**src/rtl/core/bet_pkg.sv**
```systemverilog
`default_nettype none

package bet_pkg;

	localparam int unsigned CHAN_IDX_W  = 5;
	localparam int unsigned EDGE_TIME_W = 16;
	localparam int unsigned SAMPLE_W    = 32;
	localparam int unsigned M_TDATA_W   = 24;

	localparam logic EDGE_LEADING  = 1'b0;
	localparam logic EDGE_TRAILING = 1'b1;

	typedef struct packed {
		logic                   last;
		logic                   kind;
		logic [EDGE_TIME_W-1:0] etime;
		logic [CHAN_IDX_W-1:0]  chan;
	} edge_t;

	typedef struct packed {
		logic load;
		logic step;
	} scan_ctl_t;

	typedef struct packed {
		logic hit;
		logic level;
		logic more;
	} scan_sts_t;

endpackage

`default_nettype wire

```
**src/rtl/core/bet_scan.sv**
```systemverilog
`default_nettype none

// Walks a channel mask one position per cycle while ctl.step is high, lowest channel first.
module bet_scan #(
	parameter int unsigned NUM_CHANNELS = 32,
	parameter int unsigned CHAN_W       = 5
) (
	input  wire                     clk,
	input  wire                     arst_n,
	input  bet_pkg::scan_ctl_t      ctl,
	input  wire [NUM_CHANNELS-1:0]  load_mask,
	input  wire [NUM_CHANNELS-1:0]  load_level,
	output bet_pkg::scan_sts_t      sts,
	output logic [CHAN_W-1:0]       chan
);

	logic [NUM_CHANNELS-1:0] rem_q;
	logic [NUM_CHANNELS-1:0] lev_q;
	logic [CHAN_W-1:0]       chan_q;

	always_ff @(posedge clk or negedge arst_n) begin
		if (!arst_n) begin
			rem_q  <= '0;
			chan_q <= '0;
		end else if (ctl.load) begin
			rem_q  <= load_mask;
			chan_q <= '0;
		end else if (ctl.step) begin
			rem_q  <= rem_q >> 1;
			chan_q <= chan_q + 1'b1;
		end
	end

	always_ff @(posedge clk) begin
		if (ctl.load) begin
			lev_q <= load_level;
		end else if (ctl.step) begin
			lev_q <= lev_q >> 1;
		end
	end

	always_comb begin
		sts.hit   = rem_q[0];
		sts.level = lev_q[0];
		sts.more  = |rem_q[NUM_CHANNELS-1:1];
		chan      = chan_q;
	end

endmodule

`default_nettype wire

```
**src/rtl/core/bet_out_reg.sv**
```systemverilog
`default_nettype none

// Output holding register; takes a new edge in the same cycle the held one leaves.
module bet_out_reg (
	input  wire             clk,
	input  wire             arst_n,
	input  wire             in_valid,
	output logic            in_ready,
	input  bet_pkg::edge_t  in_edge,
	output logic            out_valid,
	input  wire             out_ready,
	output bet_pkg::edge_t  out_edge
);

	logic           valid_q;
	bet_pkg::edge_t edge_q;

	assign in_ready  = !valid_q || out_ready;
	assign out_valid = valid_q;
	assign out_edge  = edge_q;

	always_ff @(posedge clk or negedge arst_n) begin
		if (!arst_n) begin
			valid_q <= 1'b0;
		end else if (in_ready) begin
			valid_q <= in_valid;
		end
	end

	always_ff @(posedge clk) begin
		if (in_ready && in_valid) begin
			edge_q <= in_edge;
		end
	end

endmodule

`default_nettype wire

```
**src/rtl/core/bitmap_edge_timestamper_unit.sv**
```systemverilog
`default_nettype none

// Converts a stream of channel-level snapshots into timestamped edge transfers.
// Each input transfer is one time slot; the first slot of a frame (s_tuser high)
// restarts the time at zero and reports a leading edge for every high channel,
// later slots report each channel that changed, and the last slot (s_tlast high)
// also closes every still-high channel with a trailing edge one step later. Edges
// leave in ascending channel order and m_tlast marks the last edge of a slot; a
// slot with no edges produces no transfer. A slot occupies a single shift scanner
// that examines one channel per cycle while no edge waits on the output: a slot is
// accepted, then scanned one channel position at a time up to the highest channel
// with an edge, then on a last slot with any high channel scanned again up to the
// highest high channel; an edge waits while the output register is still full and
// m_tready is low, and no new slot is taken until the scan ends. s_tready is high
// only between slots. The time saturates at 2**TIME_BITS - 1 and is reported in
// 16 bits.
module bitmap_edge_timestamper_unit #(
	parameter int unsigned NUM_CHANNELS = 32,
	parameter int unsigned TIME_BITS    = 16
) (
	input  wire                                clk,
	input  wire                                arst_n,
	input  wire                                s_tvalid,
	output logic                               s_tready,
	input  wire [bet_pkg::SAMPLE_W-1:0]        s_tdata,  // [31:0] sample_word
	input  wire                                s_tuser,  // [0] frame_start
	input  wire                                s_tlast,  // frame_end
	output logic                               m_tvalid,
	input  wire                                m_tready,
	output logic [bet_pkg::M_TDATA_W-1:0]      m_tdata,  // [4:0] channel_index, [20:5] edge_time
	output logic                               m_tuser,  // [0] edge_kind
	output logic                               m_tlast   // run_last
);

	localparam int unsigned CHAN_W = $clog2(NUM_CHANNELS);

	localparam logic [1:0] ST_IDLE   = 2'd0;
	localparam logic [1:0] ST_SCAN_A = 2'd1;
	localparam logic [1:0] ST_SCAN_B = 2'd2;

	logic [1:0]              state_q;
	logic [NUM_CHANNELS-1:0] prev_q;
	logic [NUM_CHANNELS-1:0] sample_q;
	logic [TIME_BITS-1:0]    time_q;
	logic [TIME_BITS-1:0]    etime_q;
	logic                    use_lev_q;
	logic                    close_q;

	logic [NUM_CHANNELS-1:0] sample;
	logic [TIME_BITS-1:0]    time_next;
	logic                    accept;
	logic                    scanning;
	logic                    advance;
	logic                    to_close;
	logic                    oq_ready;
	logic                    oq_valid;

	bet_pkg::scan_ctl_t      sctl;
	bet_pkg::scan_sts_t      ssts;
	logic [CHAN_W-1:0]       chan;
	logic [NUM_CHANNELS-1:0] load_mask;
	logic [NUM_CHANNELS-1:0] load_level;
	logic [CHAN_W+bet_pkg::CHAN_IDX_W-1:0]   chan_ext;
	logic [TIME_BITS+bet_pkg::EDGE_TIME_W-1:0] time_ext;
	bet_pkg::edge_t          new_edge;
	bet_pkg::edge_t          out_edge;

	assign sample    = s_tdata[NUM_CHANNELS-1:0];
	assign time_next = (&time_q) ? time_q : time_q + 1'b1;
	assign s_tready  = (state_q == ST_IDLE);
	assign accept    = s_tvalid && s_tready;
	assign scanning  = (state_q != ST_IDLE);
	assign advance   = scanning && (!ssts.hit || oq_ready);
	assign to_close  = advance && !ssts.more && (state_q == ST_SCAN_A) && close_q;
	assign oq_valid  = scanning && ssts.hit;

	always_comb begin
		sctl.load = accept || to_close;
		sctl.step = advance && ssts.more;
		if (accept) begin
			load_mask  = s_tuser ? sample : (sample ^ prev_q);
			load_level = sample;
		end else begin
			load_mask  = sample_q;
			load_level = sample_q;
		end
	end

	always_ff @(posedge clk or negedge arst_n) begin
		if (!arst_n) begin
			state_q <= ST_IDLE;
			prev_q  <= '0;
			time_q  <= '0;
		end else begin
			case (state_q)
				ST_IDLE: begin
					if (accept) begin
						state_q <= ST_SCAN_A;
						prev_q  <= sample;
						time_q  <= s_tuser ? '0 : time_next;
					end
				end
				ST_SCAN_A: begin
					if (advance && !ssts.more) begin
						state_q <= close_q ? ST_SCAN_B : ST_IDLE;
					end
				end
				ST_SCAN_B: begin
					if (advance && !ssts.more) begin
						state_q <= ST_IDLE;
					end
				end
				default: begin
					state_q <= ST_IDLE;
				end
			endcase
		end
	end

	always_ff @(posedge clk) begin
		if (accept) begin
			sample_q  <= sample;
			use_lev_q <= !s_tuser;
			close_q   <= s_tlast && (|sample);
			etime_q   <= s_tuser ? '0 : time_next;
		end else if (to_close) begin
			etime_q <= time_next;
		end
	end

	bet_scan #(
		.NUM_CHANNELS (NUM_CHANNELS),
		.CHAN_W       (CHAN_W)
	) u_scan (
		.clk        (clk),
		.arst_n     (arst_n),
		.ctl        (sctl),
		.load_mask  (load_mask),
		.load_level (load_level),
		.sts        (ssts),
		.chan       (chan)
	);

	always_comb begin
		chan_ext       = {{bet_pkg::CHAN_IDX_W{1'b0}}, chan};
		time_ext       = {{bet_pkg::EDGE_TIME_W{1'b0}}, etime_q};
		new_edge.chan  = chan_ext[bet_pkg::CHAN_IDX_W-1:0];
		new_edge.etime = time_ext[bet_pkg::EDGE_TIME_W-1:0];
		if (state_q == ST_SCAN_B) begin
			new_edge.kind = bet_pkg::EDGE_TRAILING;
		end else if (use_lev_q && !ssts.level) begin
			new_edge.kind = bet_pkg::EDGE_TRAILING;
		end else begin
			new_edge.kind = bet_pkg::EDGE_LEADING;
		end
		new_edge.last = !ssts.more && ((state_q == ST_SCAN_B) || !close_q);
	end

	bet_out_reg u_out (
		.clk       (clk),
		.arst_n    (arst_n),
		.in_valid  (oq_valid),
		.in_ready  (oq_ready),
		.in_edge   (new_edge),
		.out_valid (m_tvalid),
		.out_ready (m_tready),
		.out_edge  (out_edge)
	);

	assign m_tdata = {3'b000, out_edge.etime, out_edge.chan};
	assign m_tuser = out_edge.kind;
	assign m_tlast = out_edge.last;

endmodule

`default_nettype wire

```
**config.mk**
```make
export PLATFORM = sky130hd
export DESIGN_NAME = bitmap_edge_timestamper_unit
export DESIGN_NICKNAME = d
export VERILOG_FILES = /design/src/rtl/core/bet_pkg.sv /design/src/rtl/core/bet_scan.sv /design/src/rtl/core/bet_out_reg.sv /design/src/rtl/core/bitmap_edge_timestamper_unit.sv
export SDC_FILE = /design/constraint.sdc
export NUM_CORES = 1
export LEC_CHECK = 0
export BUFFER_PORTS_ARGS = -buffer_cell sky130_fd_sc_hd__buf_2
export CAP_MARGIN = 10
export CORE_AREA = 3 3 122 154
export DETAILED_ROUTE_END_ITERATION = 8
export DIE_AREA = 0 0 125 157
export MAX_ROUTING_LAYER = met4
export PLACE_DENSITY = 0.67
export SYNTH_ARGS = -nofsm -noshare
export SYNTH_HDL_FRONTEND = slang
export SYNTH_HIERARCHICAL = 1
export SYNTH_SLANG_ARGS = --single-unit
```
**constraint.sdc**
```tcl
create_clock -name clk -period 5.3 [get_ports clk]
set_input_delay 0.53 -clock clk [delete_from_list [all_inputs] [get_ports clk]]
set_output_delay 0.53 -clock clk [all_outputs]
set_load 0.02 [all_outputs]
```
# After elaboration in Yosys (flattened, before gate mapping)
# Index checks and enable logic that the tools add are counted.
dict set report totals {
  ff_bits 193
  input_bits 38
  output_inout_bits 28
}
dict set report op_classes {
  addsub 2
  n_eq_ne 5
  muxes 19
  bitwise 1
  reduce_logical 30
}
# op n
set op_table {}
lappend op_table {{32-bit two-way mux} 7}
lappend op_table {{16-bit two-way mux} 4}
lappend op_table {{32-bit OR reduction} 1}
lappend op_table {{32-bit bitwise XOR} 1}
lappend op_table {{31-bit OR reduction} 1}
lappend op_table {{16-bit by 1-bit adder with 16-bit output, second input constant} 1}
lappend op_table {{16-bit AND reduction} 1}
lappend op_table {{1-bit logical AND} 11}
lappend op_table {{5-bit two-way mux} 2}
lappend op_table {{2-bit two-way mux} 4}
lappend op_table {{1-bit zero test} 6}
lappend op_table {{2-bit one-hot mux with 3 select lines} 1}
lappend op_table {{2-bit nonzero test} 3}
lappend op_table {{5-bit by 1-bit adder with 5-bit output, second input constant} 1}
lappend op_table {{1-bit logical OR} 4}
lappend op_table {{2-bit inequality test, second input constant} 2}
lappend op_table {{3-bit AND reduction} 1}
lappend op_table {{2-bit by 1-bit == test with 1-bit output, second input constant} 1}
lappend op_table {{2-bit == test, second input constant} 1}
lappend op_table {{2-bit zero test} 1}
lappend op_table {{2-bit by 1-bit inequality test with 1-bit output, second input constant} 1}
lappend op_table {{2-bit AND reduction} 1}
lappend op_table {{1-bit two-way mux} 1}

# Longest topological paths before layout
dict set report logic_depth {
  word_depth 9
  ltp_mapped 10
  depth_no_buf 8
}

# Cells and area by module
# Netlist, hierarchy kept.
# module n_inst cells_each area_per_inst_um2 seq_area_each_um2
set by_module_without_submodules {}
lappend by_module_without_submodules {bitmap_edge_timestamper_unit 1 548 4838.4 2432.3}
lappend by_module_without_submodules {bet_scan 1 239 3103.0 1886.8}
lappend by_module_without_submodules {bet_out_reg 1 27 744.5 715.7}

# Worst setup path before layout
# No wires, ideal clock.
dict set report synth_path {
  kind {register to register}
  start {register u_scan.rem_q[12]}
  end {register u_scan.lev_q[0], enable pin}
  setup_time_ns 0.375
  t_arrival_ns 3.479
  slack_ns 1.446
  path_stages_with_launch 10
  synth_period_minus_slack_ns 3.854
  cell_sequence {dfrtp_1 -> or4_4 -> nor4_2 -> nand4_1 -> a21oi_1 -> nand3_1 -> a21oi_1 -> buf_2 -> clkbuf_1 -> or2_2}
}
# element line_no
set synth_rtl {}
lappend synth_rtl {{start: declaration} bet_scan.sv:17} ;# logic [NUM_CHANNELS-1:0] rem_q;
lappend synth_rtl {{start signal: assignment} bet_scan.sv:26} ;# rem_q <= load_mask;
lappend synth_rtl {{start signal: assignment} bet_scan.sv:29} ;# rem_q <= rem_q >> 1;
lappend synth_rtl {{end signal: assignment} bet_scan.sv:36} ;# lev_q <= load_level;
lappend synth_rtl {{end signal: assignment} bet_scan.sv:38} ;# lev_q <= lev_q >> 1;
lappend synth_rtl {{end: declaration} bet_scan.sv:18} ;# logic [NUM_CHANNELS-1:0] lev_q;

==> flow_summary.yaml <==
sta:
  period_needed_ns: 3.52
  finalHoldViolations: 0
  max_freq_ghz: 0.284
  holdWs_ns: 0.0293
  rsz0062_at_grt: "false"
  setup_viol: 0
  finalSetupTns_ns: 0
  finalCritPeriodShare: 0.665
  max_slew_margin: 0.450
  worstMarginPinSlew_ns: 0.825
  finClkSkew_ns: 0.00908
  slew_viol_final: 0
synth:
  synth_cell_types: 63
  synth_edf_count: 73
  synth_area_leaders: "dfrtp_1, edfxtp_1, nand2_1"
  synth_top_area_share: 0.254
  yosys.area.top_type: "dfrtp_1"
  seq_area_frac_synth: 0.580
  dominantRegCellSynth: "dfrtp_1"
  ys_seq_elements: 193
  syn_inst: 814
  synthArstFlopShare: 0.456
  syn-cell-area_um2: 8690
  synth_area_per_cell_um2: 10.7
  yosys_warnings: 6
layout:
  mostFrequentLayoutCell: "nand2_1"
  antenna_cells: 0
  drive_gt1_frac: 0.171
  final_cell_count_no_fill: 1090
  nets: 893
  final_cell_mix: "nand2_1, dfrtp_1, edfxtp_1"
  nFillCells: 1531
  syn2layout_area_growth_pct: 11.4
routing:
  dr_wl_met2_mm: 8.41
  dr_total_vias: 5826
  drt-initial-drc-count: 375
  wl_met3_um: 539
  first_pass_iters: 5
  wl_met1_mm: 7.54
  post_drt_wl_per_cell_um: 15.5
  wirelength_mm: 16.9
  drc: 0
  antenna_left: 0
  dr.max_layer_used: "met4"
  viasPerCell: 5.34
floorplanning:
  die_h_um: 157
  initial_core_util: 0.498
  die_width_um: 125
  dieArea_um2: 19600
  coreArea_um2: 17400
  ios: 66
  num_rows: 54
power:
  cellPowerDensity_nw_per_um2: 558
  peakVddDrop_mv: 0.241
  leakage_nw: 4.30
worst_setup_path:
  cp-end-kind: "flip-flop"
  cp.arrival_ns: 3.70
  cp_max_fo: 53
  critPathRequiredTime_ns: 5.48
  path_class: "flip-flop to flip-flop"
  startpoint_type: "flip-flop"
cts:
  root_buffer: "clkbuf_16"
  clk_pin_slew_ns: 0.07
  cts_max_level: 4
  clockBufferDepth: 2
  post_cts_buffers: 0
  cts_resized: 0
  cts_tree: "built"
  cts_sinks: 193
  hold_buffers: 0
  clk_latency_ns: 0.43
  cts-buffers-inserted: 17
grt:
  grt_pass1_wl_mm: 28.3
  antenna_found_initial: 0
  grt.total_usage: 0.185
  grt.overflow.total: 0
  grt_pass1_vias: 5660
  grt_max_degree: 75
placed_design:
  port_buffers: 62
  gp_congestion: 0.825
  dp.cells: 1058
  dp_hpwl_mm: 11.2
job:
  cap_violations: 0
worst_hold_path:
  hp-class: "primary input to asynchronous set/reset pin"
status:
  status: "completed"
metal layers:
metal	vias to the layer above	GRT usage
li1	2918	-
met1	2795	0.224
met2	90	0.307
met3	23	0.0343
met4	0	0.0770
met5	-	-
state kept, by name (all words and copies together), names as in the netlist, 2 cells and up:
register        cells
prev_q             32
sample_q           32
u_scan/lev_q       32
u_scan/rem_q       32
u_out/out_edge     23
etime_q            16
time_q             16
u_scan/chan         5
state_q             2
cells by family after synthesis:
group	Yosys count	synth area share
compound gates	128	0.0848
fa+ha+maj	2	0.00288
mux	64	0.0782
simple gates	330	0.183
other cells	1	0.000432
flops	193	0.580
buf+inv	57	0.0315
xor+xnor	39	0.0393
power by group:
| group | total, mW | switching (mW) | internal (mW) |
|---|---|---|---|
| Combinational | 1.70 | 1.00 | 0.694 |
| Clock | 1.22 | 0.565 | 0.652 |
| Sequential | 2.48 | 0.252 | 2.23 |
| Total | 5.39 | 1.82 | 3.57 |
cell usage after synthesis (all sizes together) (3+ instances only):
library cell,instances
a211oi,3
a21oi,17
a31oi,7
a41oi,3
and2,3
and3,3
and4,5
buf,31
clkbuf,19
dfrtp,88
dfxtp,32
edfxtp,73
inv,6
mux2,31
mux2i,33
nand2,210
nand2b,6
nand3,6
nand4,11
nor2,17
nor2b,33
nor3,6
nor4,19
o21a,3
o21ai,77
o41ai,4
or4,3
xnor2,36
xor2,3
final timing paths:
| path | from | end | slack [ns] | cells after the start |
|---|---|---|---|---|
| max reg2reg | u_scan/rem_q[12]$_DFFE_PN0P_ | u_scan/lev_q[21]$_DFFE_PP_ | 1.78 | 8 |
| max | u_scan/rem_q[12]$_DFFE_PN0P_ | u_scan/lev_q[21]$_DFFE_PP_ | 1.78 | 8 |
| min reg2reg | etime_q[7]$_DFFE_PP_ | u_out/out_edge[12]$_DFFE_PP_ | 0.42 | 0 |
| min in group clk | s_tdata[3] | prev_q[3]$_DFFE_PN0P_ | 0.37 | 3 |
| min | arst_n | prev_q[1]$_DFFE_PN0P_ | 0.03 | 1 |
| max in group asynchronous | arst_n | prev_q[14]$_DFFE_PN0P_ | 4.13 | 2 |
final cells by class:
class                           instances  area, µm²  share of cell area
Tap cell                              224        280              0.0290
Timing Repair Buffer                   68        358              0.0370
Multi-Input combinational cell        566       3410               0.353
Inverter                                7       26.3             0.00272
Sequential cell                       193       5030               0.521
Clock inverter                         15        136              0.0141
Clock buffer                           17        425              0.0440
worst max-delay path: stages (launching register included):
cell and delay (ns):
dfrtp_1 0.39, or4_4 0.53, nor4_2 0.14, nand4_1 0.18, a21oi_1 0.24, nand3_1 0.18
a21oi_4 0.65, buf_4 0.56, mux2_2 0.40
per-stage QoR:
stage          area (µm²)  total power, mW  setup WS, ns  utilization
3_3_place_gp         9110             4.18          1.82        0.523
6_report             9670             5.39          1.78        0.555
4_1_cts              9670             5.46          1.75        0.555
3_5_place_dp         9110             4.24          1.77        0.523
2_1_floorplan        8690             3.82          1.45            -
5_1_grt              9670             5.79          1.42        0.555
Power figures use the tool's default switching activity.
